## src/sv/serial_loaded_bank_mapper_top_defines.svh

```systemverilog
// ----------------------------------------------------------------------------
// Serial loaded bank mapper assertion macros
// Shared assertion forms, clocked on clk with arst_n as the disable.
// ----------------------------------------------------------------------------
`ifndef SERIAL_LOADED_BANK_MAPPER_TOP_DEFINES_SVH
`define SERIAL_LOADED_BANK_MAPPER_TOP_DEFINES_SVH

// Condition that must hold at every edge outside reset
`define SLBM_ASSERT_ALWAYS(label, cond, msg) \
	label: assert property (@(posedge clk) disable iff (!arst_n) (cond)) else $error(msg);

// Condition that must hold in the cycle after a trigger
`define SLBM_ASSERT_NEXT(label, trig, cond, msg) \
	label: assert property (@(posedge clk) disable iff (!arst_n) (trig) |=> (cond)) \
		else $error(msg);

`endif

```

## src/sv/slbm_pkg.sv

```systemverilog
// ----------------------------------------------------------------------------
// Serial loaded bank mapper package
// Widths, codes and shared structs of the bank mapper.
// ----------------------------------------------------------------------------
`timescale 1ns / 1ps

package slbm_pkg;

	localparam int ADDR_W   = 16;
	localparam int DATA_W   = 8;
	localparam int MAP_W    = 22;
	localparam int CFG_W    = 8;
	localparam int CFG_IDX_W = 1;
	localparam int SREG_W   = 5;
	localparam int SCNT_W   = 3;

	// Bus access kinds
	typedef enum logic [1:0] {
		ACT_CPU_READ  = 2'd0,
		ACT_CPU_WRITE = 2'd1,
		ACT_PPU_READ  = 2'd2,
		ACT_PPU_WRITE = 2'd3
	} action_t;

	// Configuration register indexes
	typedef enum logic [CFG_IDX_W-1:0] {
		CFG_PRG_COUNT = 1'd0,
		CFG_CHR_COUNT = 1'd1
	} cfg_index_t;

	// Serial load targets (address bits 14:13)
	typedef enum logic [1:0] {
		TGT_CONTROL = 2'd0,
		TGT_CHR0    = 2'd1,
		TGT_CHR1    = 2'd2,
		TGT_PRG     = 2'd3
	} target_t;

	// PRG banking modes (control bits 3:2)
	typedef enum logic [1:0] {
		PRG_32K_A     = 2'd0,
		PRG_32K_B     = 2'd1,
		PRG_FIX_FIRST = 2'd2,
		PRG_FIX_LAST  = 2'd3
	} prg_mode_t;

	localparam logic [SREG_W-1:0] CONTROL_RESET = 5'h1C;
	localparam logic [CFG_W-1:0]  PRG_COUNT_RESET = 8'd2;
	localparam logic [CFG_W-1:0]  CHR_COUNT_RESET = 8'd0;
	localparam logic [SCNT_W-1:0] SHIFT_LAST = 3'd5;

	// Banking state seen by the translator
	typedef struct packed {
		logic [SREG_W-1:0] control;
		logic [4:0]        chr_low;
		logic [4:0]        chr_high;
		logic [3:0]        chr_full;   // bits 4:1 of the 8 KiB bank
		logic [2:0]        prg_wide;
		logic [3:0]        prg_high;
		logic [3:0]        prg_low;
		logic [CFG_W-1:0]  prg_count;
		logic [CFG_W-1:0]  chr_count;
	} bank_state_t;

	// One result word
	typedef struct packed {
		logic             hit;
		logic             prg_ram_hit;
		logic [MAP_W-1:0] xlat_addr;
	} result_t;

endpackage

```

## src/sv/slbm_req_if.sv

```systemverilog
// ----------------------------------------------------------------------------
// Bus access channel
// Valid/ready channel carrying one bus access per word.
// ----------------------------------------------------------------------------
`timescale 1ns / 1ps

interface slbm_req_if;
	logic                       valid;
	logic                       ready;
	logic [1:0]                 action;
	logic [slbm_pkg::ADDR_W-1:0] bus_addr;
	logic [slbm_pkg::DATA_W-1:0] write_data;

	modport source (output valid, action, bus_addr, write_data, input ready);
	modport sink   (input valid, action, bus_addr, write_data, output ready);
endinterface

```

## src/sv/slbm_rsp_if.sv

```systemverilog
// ----------------------------------------------------------------------------
// Mapping result channel
// Valid/ready channel carrying one translation result per word.
// ----------------------------------------------------------------------------
`timescale 1ns / 1ps

interface slbm_rsp_if;
	logic                       valid;
	logic                       ready;
	logic                       hit;
	logic                       prg_ram_hit;
	logic [slbm_pkg::MAP_W-1:0] xlat_addr;

	modport source (output valid, hit, prg_ram_hit, xlat_addr, input ready);
	modport sink   (input valid, hit, prg_ram_hit, xlat_addr, output ready);
endinterface

```

## src/sv/slbm_regs.sv

```systemverilog
// ----------------------------------------------------------------------------
// Bank mapper register file
// Serial load shifter, control and bank registers, configuration counts.
// ----------------------------------------------------------------------------
`timescale 1ns / 1ps
`include "serial_loaded_bank_mapper_top_defines.svh"

module slbm_regs (
	input  logic                          clk,
	input  logic                          arst_n,
	input  logic                          cfg_we,
	input  logic [slbm_pkg::CFG_IDX_W-1:0] cfg_index,
	input  logic [slbm_pkg::CFG_W-1:0]    cfg_data,
	input  logic                          rom_wr,     // cpu write at 0x8000 and up
	input  logic [slbm_pkg::ADDR_W-1:0]   wr_addr,
	input  logic [slbm_pkg::DATA_W-1:0]   wr_data,
	output slbm_pkg::bank_state_t         state
);

	logic [slbm_pkg::SREG_W-1:0] shift_q, shift_d;
	logic [slbm_pkg::SCNT_W-1:0] count_q, count_d;
	logic [slbm_pkg::SREG_W-1:0] control_q, control_d;
	logic [4:0]                  chr_low_q, chr_low_d;
	logic [4:0]                  chr_high_q, chr_high_d;
	logic [3:0]                  chr_full_q, chr_full_d;
	logic [2:0]                  prg_wide_q, prg_wide_d;
	logic [3:0]                  prg_high_q, prg_high_d;
	logic [3:0]                  prg_low_q, prg_low_d;
	logic [slbm_pkg::CFG_W-1:0]  prg_count_q, chr_count_q;

	logic [slbm_pkg::SREG_W-1:0] shift_new;
	logic [slbm_pkg::SCNT_W-1:0] count_new;
	logic                        load;

	// Serial load and register update
	always_comb begin
		shift_d    = shift_q;
		count_d    = count_q;
		control_d  = control_q;
		chr_low_d  = chr_low_q;
		chr_high_d = chr_high_q;
		chr_full_d = chr_full_q;
		prg_wide_d = prg_wide_q;
		prg_high_d = prg_high_q;
		prg_low_d  = prg_low_q;
		shift_new  = {wr_data[0], shift_q[slbm_pkg::SREG_W-1:1]};
		count_new  = count_q + 3'd1;
		load       = 1'b0;
		if (rom_wr) begin
			if (wr_data[7]) begin
				// reset word: clear shifter, force fixed-last PRG mode
				shift_d   = '0;
				count_d   = '0;
				control_d = control_q | 5'h0C;
			end else if (count_new >= slbm_pkg::SHIFT_LAST) begin
				load    = 1'b1;
				shift_d = '0;
				count_d = '0;
			end else begin
				shift_d = shift_new;
				count_d = count_new;
			end
		end
		// fifth bit: commit to the register chosen by address bits 14:13
		if (load) begin
			case (slbm_pkg::target_t'(wr_addr[14:13]))
				slbm_pkg::TGT_CONTROL: control_d = shift_new;
				slbm_pkg::TGT_CHR0: begin
					if (control_q[4]) chr_low_d = shift_new;
					else              chr_full_d = shift_new[4:1];
				end
				slbm_pkg::TGT_CHR1: begin
					if (control_q[4]) chr_high_d = shift_new;
				end
				slbm_pkg::TGT_PRG: begin
					case (slbm_pkg::prg_mode_t'(control_q[3:2]))
						slbm_pkg::PRG_32K_A,
						slbm_pkg::PRG_32K_B:     prg_wide_d = shift_new[3:1];
						slbm_pkg::PRG_FIX_FIRST: prg_high_d = shift_new[3:0];
						default:                 prg_low_d  = shift_new[3:0];
					endcase
				end
				default: ;
			endcase
		end
	end

	always_ff @(posedge clk or negedge arst_n) begin
		if (!arst_n) begin
			shift_q    <= '0;
			count_q    <= '0;
			control_q  <= slbm_pkg::CONTROL_RESET;
			chr_low_q  <= '0;
			chr_high_q <= '0;
			chr_full_q <= '0;
			prg_wide_q <= '0;
			prg_high_q <= '0;
			prg_low_q  <= '0;
		end else begin
			shift_q    <= shift_d;
			count_q    <= count_d;
			control_q  <= control_d;
			chr_low_q  <= chr_low_d;
			chr_high_q <= chr_high_d;
			chr_full_q <= chr_full_d;
			prg_wide_q <= prg_wide_d;
			prg_high_q <= prg_high_d;
			prg_low_q  <= prg_low_d;
		end
	end

	// Cartridge configuration
	always_ff @(posedge clk or negedge arst_n) begin
		if (!arst_n) begin
			prg_count_q <= slbm_pkg::PRG_COUNT_RESET;
			chr_count_q <= slbm_pkg::CHR_COUNT_RESET;
		end else if (cfg_we) begin
			case (slbm_pkg::cfg_index_t'(cfg_index))
				slbm_pkg::CFG_PRG_COUNT: prg_count_q <= cfg_data;
				slbm_pkg::CFG_CHR_COUNT: chr_count_q <= cfg_data;
				default: ;
			endcase
		end
	end

	assign state = '{
		control:   control_q,
		chr_low:   chr_low_q,
		chr_high:  chr_high_q,
		chr_full:  chr_full_q,
		prg_wide:  prg_wide_q,
		prg_high:  prg_high_q,
		prg_low:   prg_low_q,
		prg_count: prg_count_q,
		chr_count: chr_count_q
	};

	`SLBM_ASSERT_ALWAYS(a_count_range, count_q < slbm_pkg::SHIFT_LAST, "shift count past four")
	`SLBM_ASSERT_NEXT(a_reset_word, rom_wr && wr_data[7], control_q[3:2] == 2'b11 && count_q == '0, "reset word did not force PRG mode 3")
	`SLBM_ASSERT_NEXT(a_fifth_clears, rom_wr && !wr_data[7] && count_q == 3'd4, count_q == '0 && shift_q == '0, "shifter not cleared after load")
	`SLBM_ASSERT_NEXT(a_chr1_8k, rom_wr && !wr_data[7] && count_q == 3'd4 && wr_addr[14:13] == slbm_pkg::TGT_CHR1 && !control_q[4], $stable(chr_high_q), "CHR bank 1 loaded in 8 KiB mode")

endmodule

```

## src/sv/slbm_xlate.sv

```systemverilog
// ----------------------------------------------------------------------------
// Bank mapper address translation
// Decodes one bus access and forms the ROM or RAM offset.
// ----------------------------------------------------------------------------
`timescale 1ns / 1ps

module slbm_xlate (
	input  logic [1:0]                  action,
	input  logic [slbm_pkg::ADDR_W-1:0] bus_addr,
	input  slbm_pkg::bank_state_t       state,
	output slbm_pkg::result_t           result
);

	logic [slbm_pkg::MAP_W-1:0] prg_addr, chr_addr;
	logic [slbm_pkg::CFG_W-1:0] last_bank;
	logic [4:0]                 chr_bank;

	// PRG offset by banking mode
	always_comb begin
		last_bank = state.prg_count - 8'd1;
		case (slbm_pkg::prg_mode_t'(state.control[3:2]))
			slbm_pkg::PRG_32K_A,
			slbm_pkg::PRG_32K_B:
				prg_addr = {4'd0, state.prg_wide, bus_addr[14:0]};
			slbm_pkg::PRG_FIX_FIRST:
				prg_addr = bus_addr[14] ? {4'd0, state.prg_high, bus_addr[13:0]}
				                        : {8'd0, bus_addr[13:0]};
			default:
				prg_addr = bus_addr[14] ? {last_bank, bus_addr[13:0]}
				                        : {4'd0, state.prg_low, bus_addr[13:0]};
		endcase
	end

	// CHR offset, 4 KiB halves or one 8 KiB bank
	always_comb begin
		chr_bank = bus_addr[12] ? state.chr_high : state.chr_low;
		if (state.control[4]) chr_addr = {5'd0, chr_bank, bus_addr[11:0]};
		else                  chr_addr = {5'd0, state.chr_full, bus_addr[12:0]};
	end

	// Access decode
	always_comb begin
		result = '0;
		case (slbm_pkg::action_t'(action))
			slbm_pkg::ACT_CPU_READ,
			slbm_pkg::ACT_CPU_WRITE: begin
				if (bus_addr[15:13] == 3'b011) begin
					result.hit         = 1'b1;
					result.prg_ram_hit = 1'b1;
				end else if (bus_addr[15] && action == slbm_pkg::ACT_CPU_READ) begin
					result.hit       = 1'b1;
					result.xlat_addr = prg_addr;
				end
			end
			default: begin
				if (bus_addr[15:13] == 3'b000) begin
					if (state.chr_count == '0) begin
						result.hit       = 1'b1;
						result.xlat_addr = {6'd0, bus_addr};
					end else if (action == slbm_pkg::ACT_PPU_READ) begin
						result.hit       = 1'b1;
						result.xlat_addr = chr_addr;
					end
				end
			end
		endcase
	end

endmodule

```

## src/sv/serial_loaded_bank_mapper_top.sv

```systemverilog
// ----------------------------------------------------------------------------
// Serial loaded bank mapper
// Pipeline: a word accepted into the input register feeds the translator and
// register update, whose result lands in the output register.
// Throughput: one bus access per cycle while the output register is free.
// Reset: arst_n clears the pipeline, shifter and banks; control comes up in
// PRG mode 3, PRG bank count 2, CHR bank count 0.
// ----------------------------------------------------------------------------
`timescale 1ns / 1ps

module serial_loaded_bank_mapper_top (
	input  logic                           clk,
	input  logic                           arst_n,
	slbm_req_if.sink                       req,
	slbm_rsp_if.source                     rsp,
	input  logic                           cfg_we,
	input  logic [slbm_pkg::CFG_IDX_W-1:0] cfg_index,
	input  logic [slbm_pkg::CFG_W-1:0]     cfg_data
);

	logic                        valid_s1;
	logic [1:0]                  action_s1;
	logic [slbm_pkg::ADDR_W-1:0] addr_s1;
	logic [slbm_pkg::DATA_W-1:0] data_s1;
	logic                        valid_s2;
	slbm_pkg::result_t           result_s2;

	slbm_pkg::bank_state_t state;
	slbm_pkg::result_t     result;
	logic                  s2_free, advance, rom_wr;

	// Handshake: stage 1 moves on whenever the output register is free
	assign s2_free   = !valid_s2 || rsp.ready;
	assign advance   = valid_s1 && s2_free;
	assign req.ready = !valid_s1 || s2_free;
	assign rom_wr    = advance && action_s1 == slbm_pkg::ACT_CPU_WRITE && addr_s1[15];

	// Input register
	always_ff @(posedge clk or negedge arst_n) begin
		if (!arst_n) valid_s1 <= 1'b0;
		else if (req.ready) valid_s1 <= req.valid;
	end

	always_ff @(posedge clk) begin
		if (req.valid && req.ready) begin
			action_s1 <= req.action;
			addr_s1   <= req.bus_addr;
			data_s1   <= req.write_data;
		end
	end

	slbm_regs u_regs (
		.clk       (clk),
		.arst_n    (arst_n),
		.cfg_we    (cfg_we),
		.cfg_index (cfg_index),
		.cfg_data  (cfg_data),
		.rom_wr    (rom_wr),
		.wr_addr   (addr_s1),
		.wr_data   (data_s1),
		.state     (state)
	);

	slbm_xlate u_xlate (
		.action   (action_s1),
		.bus_addr (addr_s1),
		.state    (state),
		.result   (result)
	);

	// Output register
	always_ff @(posedge clk or negedge arst_n) begin
		if (!arst_n) valid_s2 <= 1'b0;
		else if (s2_free) valid_s2 <= valid_s1;
	end

	always_ff @(posedge clk) begin
		if (advance) result_s2 <= result;
	end

	assign rsp.valid       = valid_s2;
	assign rsp.hit         = result_s2.hit;
	assign rsp.prg_ram_hit = result_s2.prg_ram_hit;
	assign rsp.xlat_addr   = result_s2.xlat_addr;

endmodule
```

## src/flat_wrapper.sv

```systemverilog
// flat-port wrapper written by rule: the top's interface ports become plain ports
module serial_loaded_bank_mapper_top_flat 
  (clk, arst_n, cfg_we, cfg_index, cfg_data, req_valid, req_action, req_bus_addr, req_write_data, req_ready, rsp_valid, rsp_hit, rsp_prg_ram_hit, rsp_xlat_addr, rsp_ready);
  slbm_req_if req_i ();
  slbm_rsp_if rsp_i ();
  input  logic clk;
  input  logic arst_n;
  input  logic cfg_we;
  input  logic [slbm_pkg::CFG_IDX_W-1:0] cfg_index;
  input  logic [slbm_pkg::CFG_W-1:0] cfg_data;
  input wire logic [$bits(req_i.valid)-1:0] req_valid;
  input wire logic [$bits(req_i.action)-1:0] req_action;
  input wire logic [$bits(req_i.bus_addr)-1:0] req_bus_addr;
  input wire logic [$bits(req_i.write_data)-1:0] req_write_data;
  output wire logic [$bits(req_i.ready)-1:0] req_ready;
  output wire logic [$bits(rsp_i.valid)-1:0] rsp_valid;
  output wire logic [$bits(rsp_i.hit)-1:0] rsp_hit;
  output wire logic [$bits(rsp_i.prg_ram_hit)-1:0] rsp_prg_ram_hit;
  output wire logic [$bits(rsp_i.xlat_addr)-1:0] rsp_xlat_addr;
  input wire logic [$bits(rsp_i.ready)-1:0] rsp_ready;
  assign req_i.valid = req_valid;
  assign req_i.action = req_action;
  assign req_i.bus_addr = req_bus_addr;
  assign req_i.write_data = req_write_data;
  assign req_ready = req_i.ready;
  assign rsp_valid = rsp_i.valid;
  assign rsp_hit = rsp_i.hit;
  assign rsp_prg_ram_hit = rsp_i.prg_ram_hit;
  assign rsp_xlat_addr = rsp_i.xlat_addr;
  assign rsp_i.ready = rsp_ready;
  serial_loaded_bank_mapper_top u_core (.clk(clk), .arst_n(arst_n), .req(req_i), .rsp(rsp_i), .cfg_we(cfg_we), .cfg_index(cfg_index), .cfg_data(cfg_data));
endmodule
```

## config.mk

```make
export PLATFORM = sky130hd
export DESIGN_NAME = serial_loaded_bank_mapper_top_flat
export DESIGN_NICKNAME = d
export VERILOG_FILES = /design/src/sv/slbm_pkg.sv /design/src/sv/slbm_req_if.sv /design/src/sv/slbm_rsp_if.sv /design/src/sv/slbm_regs.sv /design/src/sv/slbm_xlate.sv /design/src/sv/serial_loaded_bank_mapper_top.sv /design/src/flat_wrapper.sv
export VERILOG_INCLUDE_DIRS = /design/src /design/src/sv
export SDC_FILE = /design/constraint.sdc
export NUM_CORES = 1
export LEC_CHECK = 0
export BUFFER_PORTS_ARGS = -buffer_cell sky130_fd_sc_hd__buf_2
export CAP_MARGIN = 20
export CORE_UTILIZATION = 25
export DETAILED_ROUTE_END_ITERATION = 8
export GPL_ROUTABILITY_DRIVEN = 0
export REMOVE_ABC_BUFFERS = 1
export SYNTH_ARGS = -nofsm -noshare
export SYNTH_HDL_FRONTEND = slang
export SYNTH_SLANG_ARGS = --single-unit
```

## constraint.sdc

```tcl
create_clock -name clk -period 2.15 [get_ports clk]
set_input_delay 0.3225 -clock clk [delete_from_list [all_inputs] [get_ports clk]]
set_output_delay 0.3225 -clock clk [all_outputs]
set_load 0.05 [all_outputs]
```

==> results of run 1 <==
[routing by layer]
layer  GRT usage  up-vias
met2       0.170       61
met1       0.122     1240
met3      0.0269       18
li1            -     1213
met5           0        -
met4      0.0467        0
[synthesized netlist by cell type, types with 2 or more instances]
| library cell | count | area share |
|---|---|---|
| a22o_1 | 5 | 0.011 |
| buf_2 | 2 | 0.0024 |
| o31ai_1 | 2 | 0.0036 |
| xnor2_1 | 4 | 0.0085 |
| inv_1 | 8 | 0.0072 |
| dfrtp_1 | 49 | 0.30 |
| clkbuf_1 | 8 | 0.0072 |
| or3b_1 | 2 | 0.0042 |
| xor2_1 | 3 | 0.0063 |
| mux2_2 | 14 | 0.038 |
| o21ai_1 | 4 | 0.0048 |
| o21ai_0 | 11 | 0.013 |
| o221ai_1 | 2 | 0.0042 |
| nand2b_1 | 4 | 0.0060 |
| nand3_1 | 4 | 0.0048 |
| nor4_4 | 2 | 0.010 |
| ha_1 | 3 | 0.0091 |
| or4_1 | 3 | 0.0054 |
| a21oi_1 | 8 | 0.0097 |
| edfxtp_1 | 44 | 0.32 |
| dfstp_2 | 4 | 0.025 |
| and2_1 | 3 | 0.0045 |
| nor3_1 | 3 | 0.0036 |
| mux2i_1 | 8 | 0.019 |
| nand2_1 | 18 | 0.016 |
| buf_1 | 2 | 0.0018 |
| mux2_4 | 4 | 0.014 |
| nand4_1 | 3 | 0.0045 |
| nor2_1 | 11 | 0.010 |
| nor2b_1 | 18 | 0.027 |
| mux2_1 | 21 | 0.057 |
[state kept, by name, summed over array words and instances, names as in the netlist, 5 cells and up]
| name | count |
|---|---|
| u_core.u_regs.chr_count_q | 8 |
| u_core.rsp.xlat_addr | 22 |
| u_core.u_regs.prg_count_q | 8 |
| u_core.u_regs.chr_low_q | 5 |
| u_core.u_regs.chr_high_q | 5 |
| u_core.addr_s1 | 16 |
[power breakdown]
group | switching (mW) | internal (mW)
clock network | 0.651 | 0.900
registers | 0.142 | 2.11
logic | 0.368 | 0.217
[cell families (layout without fill, tap and decap cells)]
group / count (synthesis) / in the layout / synth area share
adders and majority gates: 3 / 3 / 0.00906
and+or+nand+nor: 85 / 85 / 0.129
xor gates and xnor gates: 7 / 7 / 0.0148
AOI/OAI and AO/OA: 38 / 38 / 0.0567
muxes: 47 / 47 / 0.129
buffers and inverters: 21 / 93 / 0.0214
DFF: 97 / 97 / 0.640
[cell type report]
| cell class | count | area [um^2] | share of cell area |
|---|---|---|---|
| repair buffers | 69 | 383 | 0.0760 |
| multi-input cells | 180 | 1410 | 0.280 |
| inverters | 8 | 30.0 | 0.00596 |
| flip-flops and latches | 97 | 2650 | 0.527 |
| well taps | 216 | 270 | 0.0537 |
| clock inverters | 5 | 57.6 | 0.0114 |
| clock buffers | 11 | 233 | 0.0462 |
[through the flow]
step	instance area, um^2	cells	TNS, ns	setup WS [ns]	hold WS (ns)
after detailed placement	4730	569	0	0.0160	0.384
after floorplan	4090	285	0	0.0498	0.0269
after global routing	5030	586	-0.000345	-0.000345	0.0507
final	5030	586	0	0.113	0.00898
after CTS	5020	585	0	0.0240	0.0202
after global placement	4730	569	0	0.0785	0.376
[critical path, delay by kind of cell (launching register included)]
kind	cells	cell delay, ns
AND/OR/NAND/NOR	3	0.82
flip-flops	1	0.37
multiplexers	1	0.35
adder cells (fa/ha/maj)	1	0.30
buffers and inverters	1	0.07
[how the worst min path moves through the flow]
stage,endpoint,slack [ns],cells after the start
5_1_grt,u_core.u_regs.chr_full_q[0],0.05,1
4_1_cts,u_core.u_regs.shift_q[1],0.02,1
2_1_floorplan,u_core.rsp.valid,0.03,0
6_report,u_core.u_regs.shift_q[1],0.009,1
3_3_place_gp,u_core.u_regs.count_q[2],0.38,1
3_5_place_dp,u_core.u_regs.count_q[2],0.38,1
[repair_timing]
action                                 in CTS  in global routing
endpoints found under the hold margin       0                  0
resized for setup                           0                  1
setup endpoints to repair                   0                 10
==> key figures, run 1 <==
Floorplan
  • Die Wd: 131 um
  • Core area: 0.0161 mm^2
  • Die height: 131 um
  • Rows: 46
  • Die ar.: 0.0171 mm^2
  • Initial Utilization: 0.258
  • I/O Pins: 66

Route
  • Top routing layer used: met4
  • WL met3: 365 um
  • DR WL met2: 3.86 mm
  • Wire length per cell: 13.7 um
  • Post-route DRC: 0
  • Pre-antenna DRT Iters: 4
  • Wirelength, routed: 8.05 mm
  • Antenna viol nets, final: 0
  • Vias per cell: 4.32
  • DRT iter0 DRCs: 145
  • Routed vias: 2,532
  • Routed length on met1: 3.67 mm

Setup path
  • Crit path DAT: 2.26 ns
  • Crit path cell chain: inv_1, ha_1, or3b_1, and2_1, nand3_1, mux2_1
  • Crit. End Element: flop
  • CP max FO: 5
  • Crit path kind: reg2reg
  • CP Launch Type: flop
  • Reg2reg path depth: 6
  • CP peak stage delay: 0.39 ns
  • R2r endpoint: u_core.u_regs.chr_full_q[2]
  • Req. time, crit path: 2.37 ns
  • Critical Path Slowest Stage Cell: or3b_1
  • Reg2Reg Setup Slack: 0.11 ns
  • R2R Path Start: u_core.u_regs.count_q[0]
  • Crit path to: u_core.u_regs.chr_full_q[2]
  • Crit. Startpoint: u_core.u_regs.count_q[0]

Yosys
  • Post-synthesis register bit count: 97
  • Top FF cell, synth: dfrtp_1
  • FFs w/ async S/R, synth: 0.546
  • Post-synth EDFFs: 44
  • Distinct cells, synth: 52
  • Post-Synthesis Cells: 298
  • Sequential-to-total area share from yosys stat: 0.640
  • Syn avg cell area: 13.9 um^2
  • Mapped Area: 0.00415 mm^2
  • Yosys warns: 0

Timing
  • RSZ-0062 raised after global routing: yes
  • Post-route clock period utilization: 0.947
  • Min Clock Period, post-route: 2.04 ns
  • Max Slew Vio Count: 0
  • Worst-margin pin slew: 0.635 ns
  • Endpoints failing setup: 0
  • Normalized max-slew margin: 0.577
  • Top achievable clock speed: 491 MHz
  • Final setup skew: 0.00754 ns
  • Final Hold Fails: 0

Clock tree
  • CTS max path bufs: 2
  • Post-CTS Setup Inserts: 0
  • # clock sinks: 97
  • Reg clk slew, reported paths: 0.06 ns
  • CTS H-Tree Depth: 3
  • Cts hold-fix bufs: 0
  • CTS tree: yes
  • Clk_lat worst skew: 0.34 ns
  • TritonCTS Buffers: 9
  • Root Buffer: clkbuf_16

Hold path
  • Worst Hold Class: in2async

Run status
  • Status: finished clean

Finish
  • Commonest non-fill, non-tap cell in the layout: buf_2
  • Area Growth Syn to Fin: 21.5%
  • Fillers: 1,595
  • Most frequent cells in the layout: 59 x buf_2, 49 x dfrtp_1, 44 x edfxtp_1
  • Final Core Density: 0.314
  • Antenna cells: 0
  • Layout cells sized above 1: 0.305
  • Nets@finish: 408

GRT
  • Vias in the first global route: 2,578
  • Pin count of the biggest net entering global routing: 28
  • Final global-route overflow total: 0
  • Tot GR Track Use: 0.102
  • Initial antenna violation count: 0
  • First-pass GRT wire length: 13.0 mm

Placement
  • HPWL after detailed placement: 5.93 mm
  • Port bufs: 59

Power and ir drop
  • Peak VDD IR: 0.350 mV
  • Total power: 4.39 mW
  • Power per cell area: 871 mW/mm^2
  • Leak: 2.11 nW

Run
  • Number of max-cap violations: 0
(Power assumes the default switching activity.)
==> run 2, diff against run 1 <==
--- a/config.mk
+++ b/config.mk
@@ -11,6 +11,7 @@
 export CORE_UTILIZATION = 25
 export DETAILED_ROUTE_END_ITERATION = 8
 export GPL_ROUTABILITY_DRIVEN = 0
+export PLACE_DENSITY_LB_ADDON = 0.25
 export REMOVE_ABC_BUFFERS = 1
 export SYNTH_ARGS = -nofsm -noshare
 export SYNTH_HDL_FRONTEND = slang
==> run 2 against run 1 <==
Clock power increased by 5%. Critical path depth rose by 1. Non-clock buffer count up 5. Sequential cell count stayed put. Via count about the same. Setup slack worse by 0.00081 ns. Critical path type unchanged. Critical endpoint is now u_core.u_regs.chr_high_q[3]. Design area is 0.97% higher. Highest routed layer unchanged.
==> key figures, run 2 (same netlist as run 1, synthesis figures left out) <==
Setup path
  • Req. time, crit path: 2.38 ns
  • CP max FO: 5
  • Crit path cell chain: inv_1, ha_1, or3b_1, nand2_1, nor4_4, buf_4, mux2_1
  • Crit. End Element: flop
  • Crit. Startpoint: u_core.u_regs.count_q[0]
  • Buf/Inv on CP: 2
  • R2R Path Start: u_core.u_regs.count_q[0]
  • Critical Path Slowest Stage Cell: or3b_1
  • CP peak stage delay: 0.39 ns
  • CP Launch Type: flop
  • CP top delay family: simple AND/OR/NAND/NOR gates
  • Crit path kind: reg2reg
  • Crit path DAT: 2.27 ns

Hold path
  • Min-delay src: req_action[0]
  • Worst Hold Class: in2reg

Floorplan
  • Die Wd: 131 um
  • Die ar.: 0.0171 mm^2
  • Rows: 46
  • I/O Pins: 66
  • Core area: 0.0161 mm^2
  • Die height: 131 um
  • Initial Utilization: 0.258

Route
  • Vias per cell: 4.29
  • Antenna viol nets, final: 0
  • Post-route DRC: 0
  • Wirelength, routed: 8.42 mm
  • Pre-antenna DRT Iters: 4
  • Wire length per cell: 14.2 um
  • DRT iter0 DRCs: 135
  • Routed vias: 2,534

Run
  • Number of max-cap violations: 0

Power and ir drop
  • Sw Ratio: 0.273
  • Power per cell area: 879 mW/mm^2
  • Comb power frac: 0.132
  • Clk pwr share: 0.364
  • Peak VDD IR: 0.378 mV
  • Sequential group share of total power: 0.504
  • Power Internal: 3.25 mW
  • Leak: 2.15 nW
  • NetSw: 1.22 mW

Timing
  • Final Hold Fails: 0
  • RSZ-0062 raised after global routing: no
  • Min Clock Period, post-route: 2.04 ns
  • Worst-margin pin slew: 0.557 ns
  • Final setup skew: 0.00644 ns
  • Post-route clock period utilization: 0.948
  • Normalized max-slew margin: 0.629
  • Max Slew Vio Count: 0
  • Top achievable clock speed: 491 MHz
  • Endpoints failing setup: 0
  • Final setup margin: 0.112 ns

Finish
  • Most frequent cells in the layout: 59 x buf_2, 49 x dfrtp_1, 44 x edfxtp_1
  • Nets@finish: 413
  • Final Core Density: 0.317
  • Area Growth Syn to Fin: 22.6%
  • Sequential cell area: 0.00265 mm^2
  • Layout cells sized above 1: 0.320
  • Fillers: 1,613
  • Final std cells w/o fill: 591
  • Commonest non-fill, non-tap cell in the layout: buf_2
  • Multi-input gate area: 0.00142 mm^2
  • Max reg flops: 22
  • Antenna cells: 0

Placement
  • Pre-CTS setup slack: -0.0187 ns
  • Port bufs: 59
  • HPWL after detailed placement: 6.10 mm
  • Placed Instances: 572

GRT
  • Pin count of the biggest net entering global routing: 25
  • Tot GR Track Use: 0.110
  • Vias in the first global route: 2,571
  • Final global-route overflow total: 0
  • Initial antenna violation count: 0
  • First-pass GRT wire length: 13.7 mm

Run status
  • Status: finished clean

Clock tree
  • Reg clk slew, reported paths: 0.07 ns
  • CTS max path bufs: 2
  • TritonCTS Buffers: 9
  • Clk_lat worst skew: 0.35 ns
  • CTS tree: yes
  • # clock sinks: 97
  • CTS H-Tree Depth: 3
  • Root Buffer: clkbuf_16
## run 2: changes by cell type in the layout (fill, tap and decap cells not counted), sizes merged
cell         delta
clkinvlp        -3
clkbuf          -1
clkinv          +2
buf             +4
inv             +2
dlygate4sd3     +1
## run 2: final cells by class
type,count,share of cell area
tap,216,0.0532
clock buffer,10,0.0450
multi-input combinational,180,0.278
timing repair buffer,74,0.0807
clock inverter,6,0.0150
inverter,8,0.00591
sequential,97,0.522
## run 2: what timing repair did
action                                 in CTS  in global routing
setup buffers                               0                  1
pin swaps                                   0                  1
endpoints found under the hold margin      21                  0
setup endpoints to repair                   5                  6
gates resized for setup                     1                  2
hold buffers                                1                  0
## run 2: metrics by stage
| stage | TNS (ns) | power [mW] | hold WS (ns) | area (um^2) |
|---|---|---|---|---|
| finish | 0 | 4.47 | 0.142 | 5080 |
| global route | 0 | 4.69 | 0.123 | 5080 |
| detailed placement | -0.0821 | 2.88 | 0.349 | 4740 |
| global placement | 0 | 2.86 | 0.345 | 4740 |
| floorplan | 0 | 2.66 | 0.0269 | 4090 |
| CTS | 0 | 4.54 | 0.129 | 5060 |
## run 2: per-layer routing
layer | global-route usage | wire, um | up-vias
met5 | 0 | 0 | -
met4 | 0.0527 | 148 | 0
met1 | 0.140 | 3960 | 1240
met3 | 0.0342 | 431 | 10
li1 | - | - | 1229
met2 | 0.170 | 3880 | 55
## run 2: final timing paths
| check | end | cells past startpoint | slack (ns) |
|---|---|---|---|
| max reg2reg | u_core.u_regs.chr_high_q[3] | 7 | 0.11 |
| max | u_core.u_regs.chr_high_q[3] | 7 | 0.11 |
| min in group asynchronous | u_core.u_regs.chr_low_q[3] | 2 | 0.50 |
| min reg2reg | u_core.u_regs.chr_high_q[2] | 1 | 0.49 |
| min | u_core.action_s1[0] | 1 | 0.14 |
| max in group asynchronous | u_core.u_regs.control_q[3] | 3 | 0.94 |
## run 2: power groups by stage
stage                     combinational, mW  clock (mW)  sequential, mW
after floorplan                       0.284           0            2.38
after global placement                0.578           0            2.29
after detailed placement              0.591           0            2.29
after CTS                             0.597        1.69            2.25
after global routing                  0.652        1.77            2.27
final                                 0.589        1.63            2.25
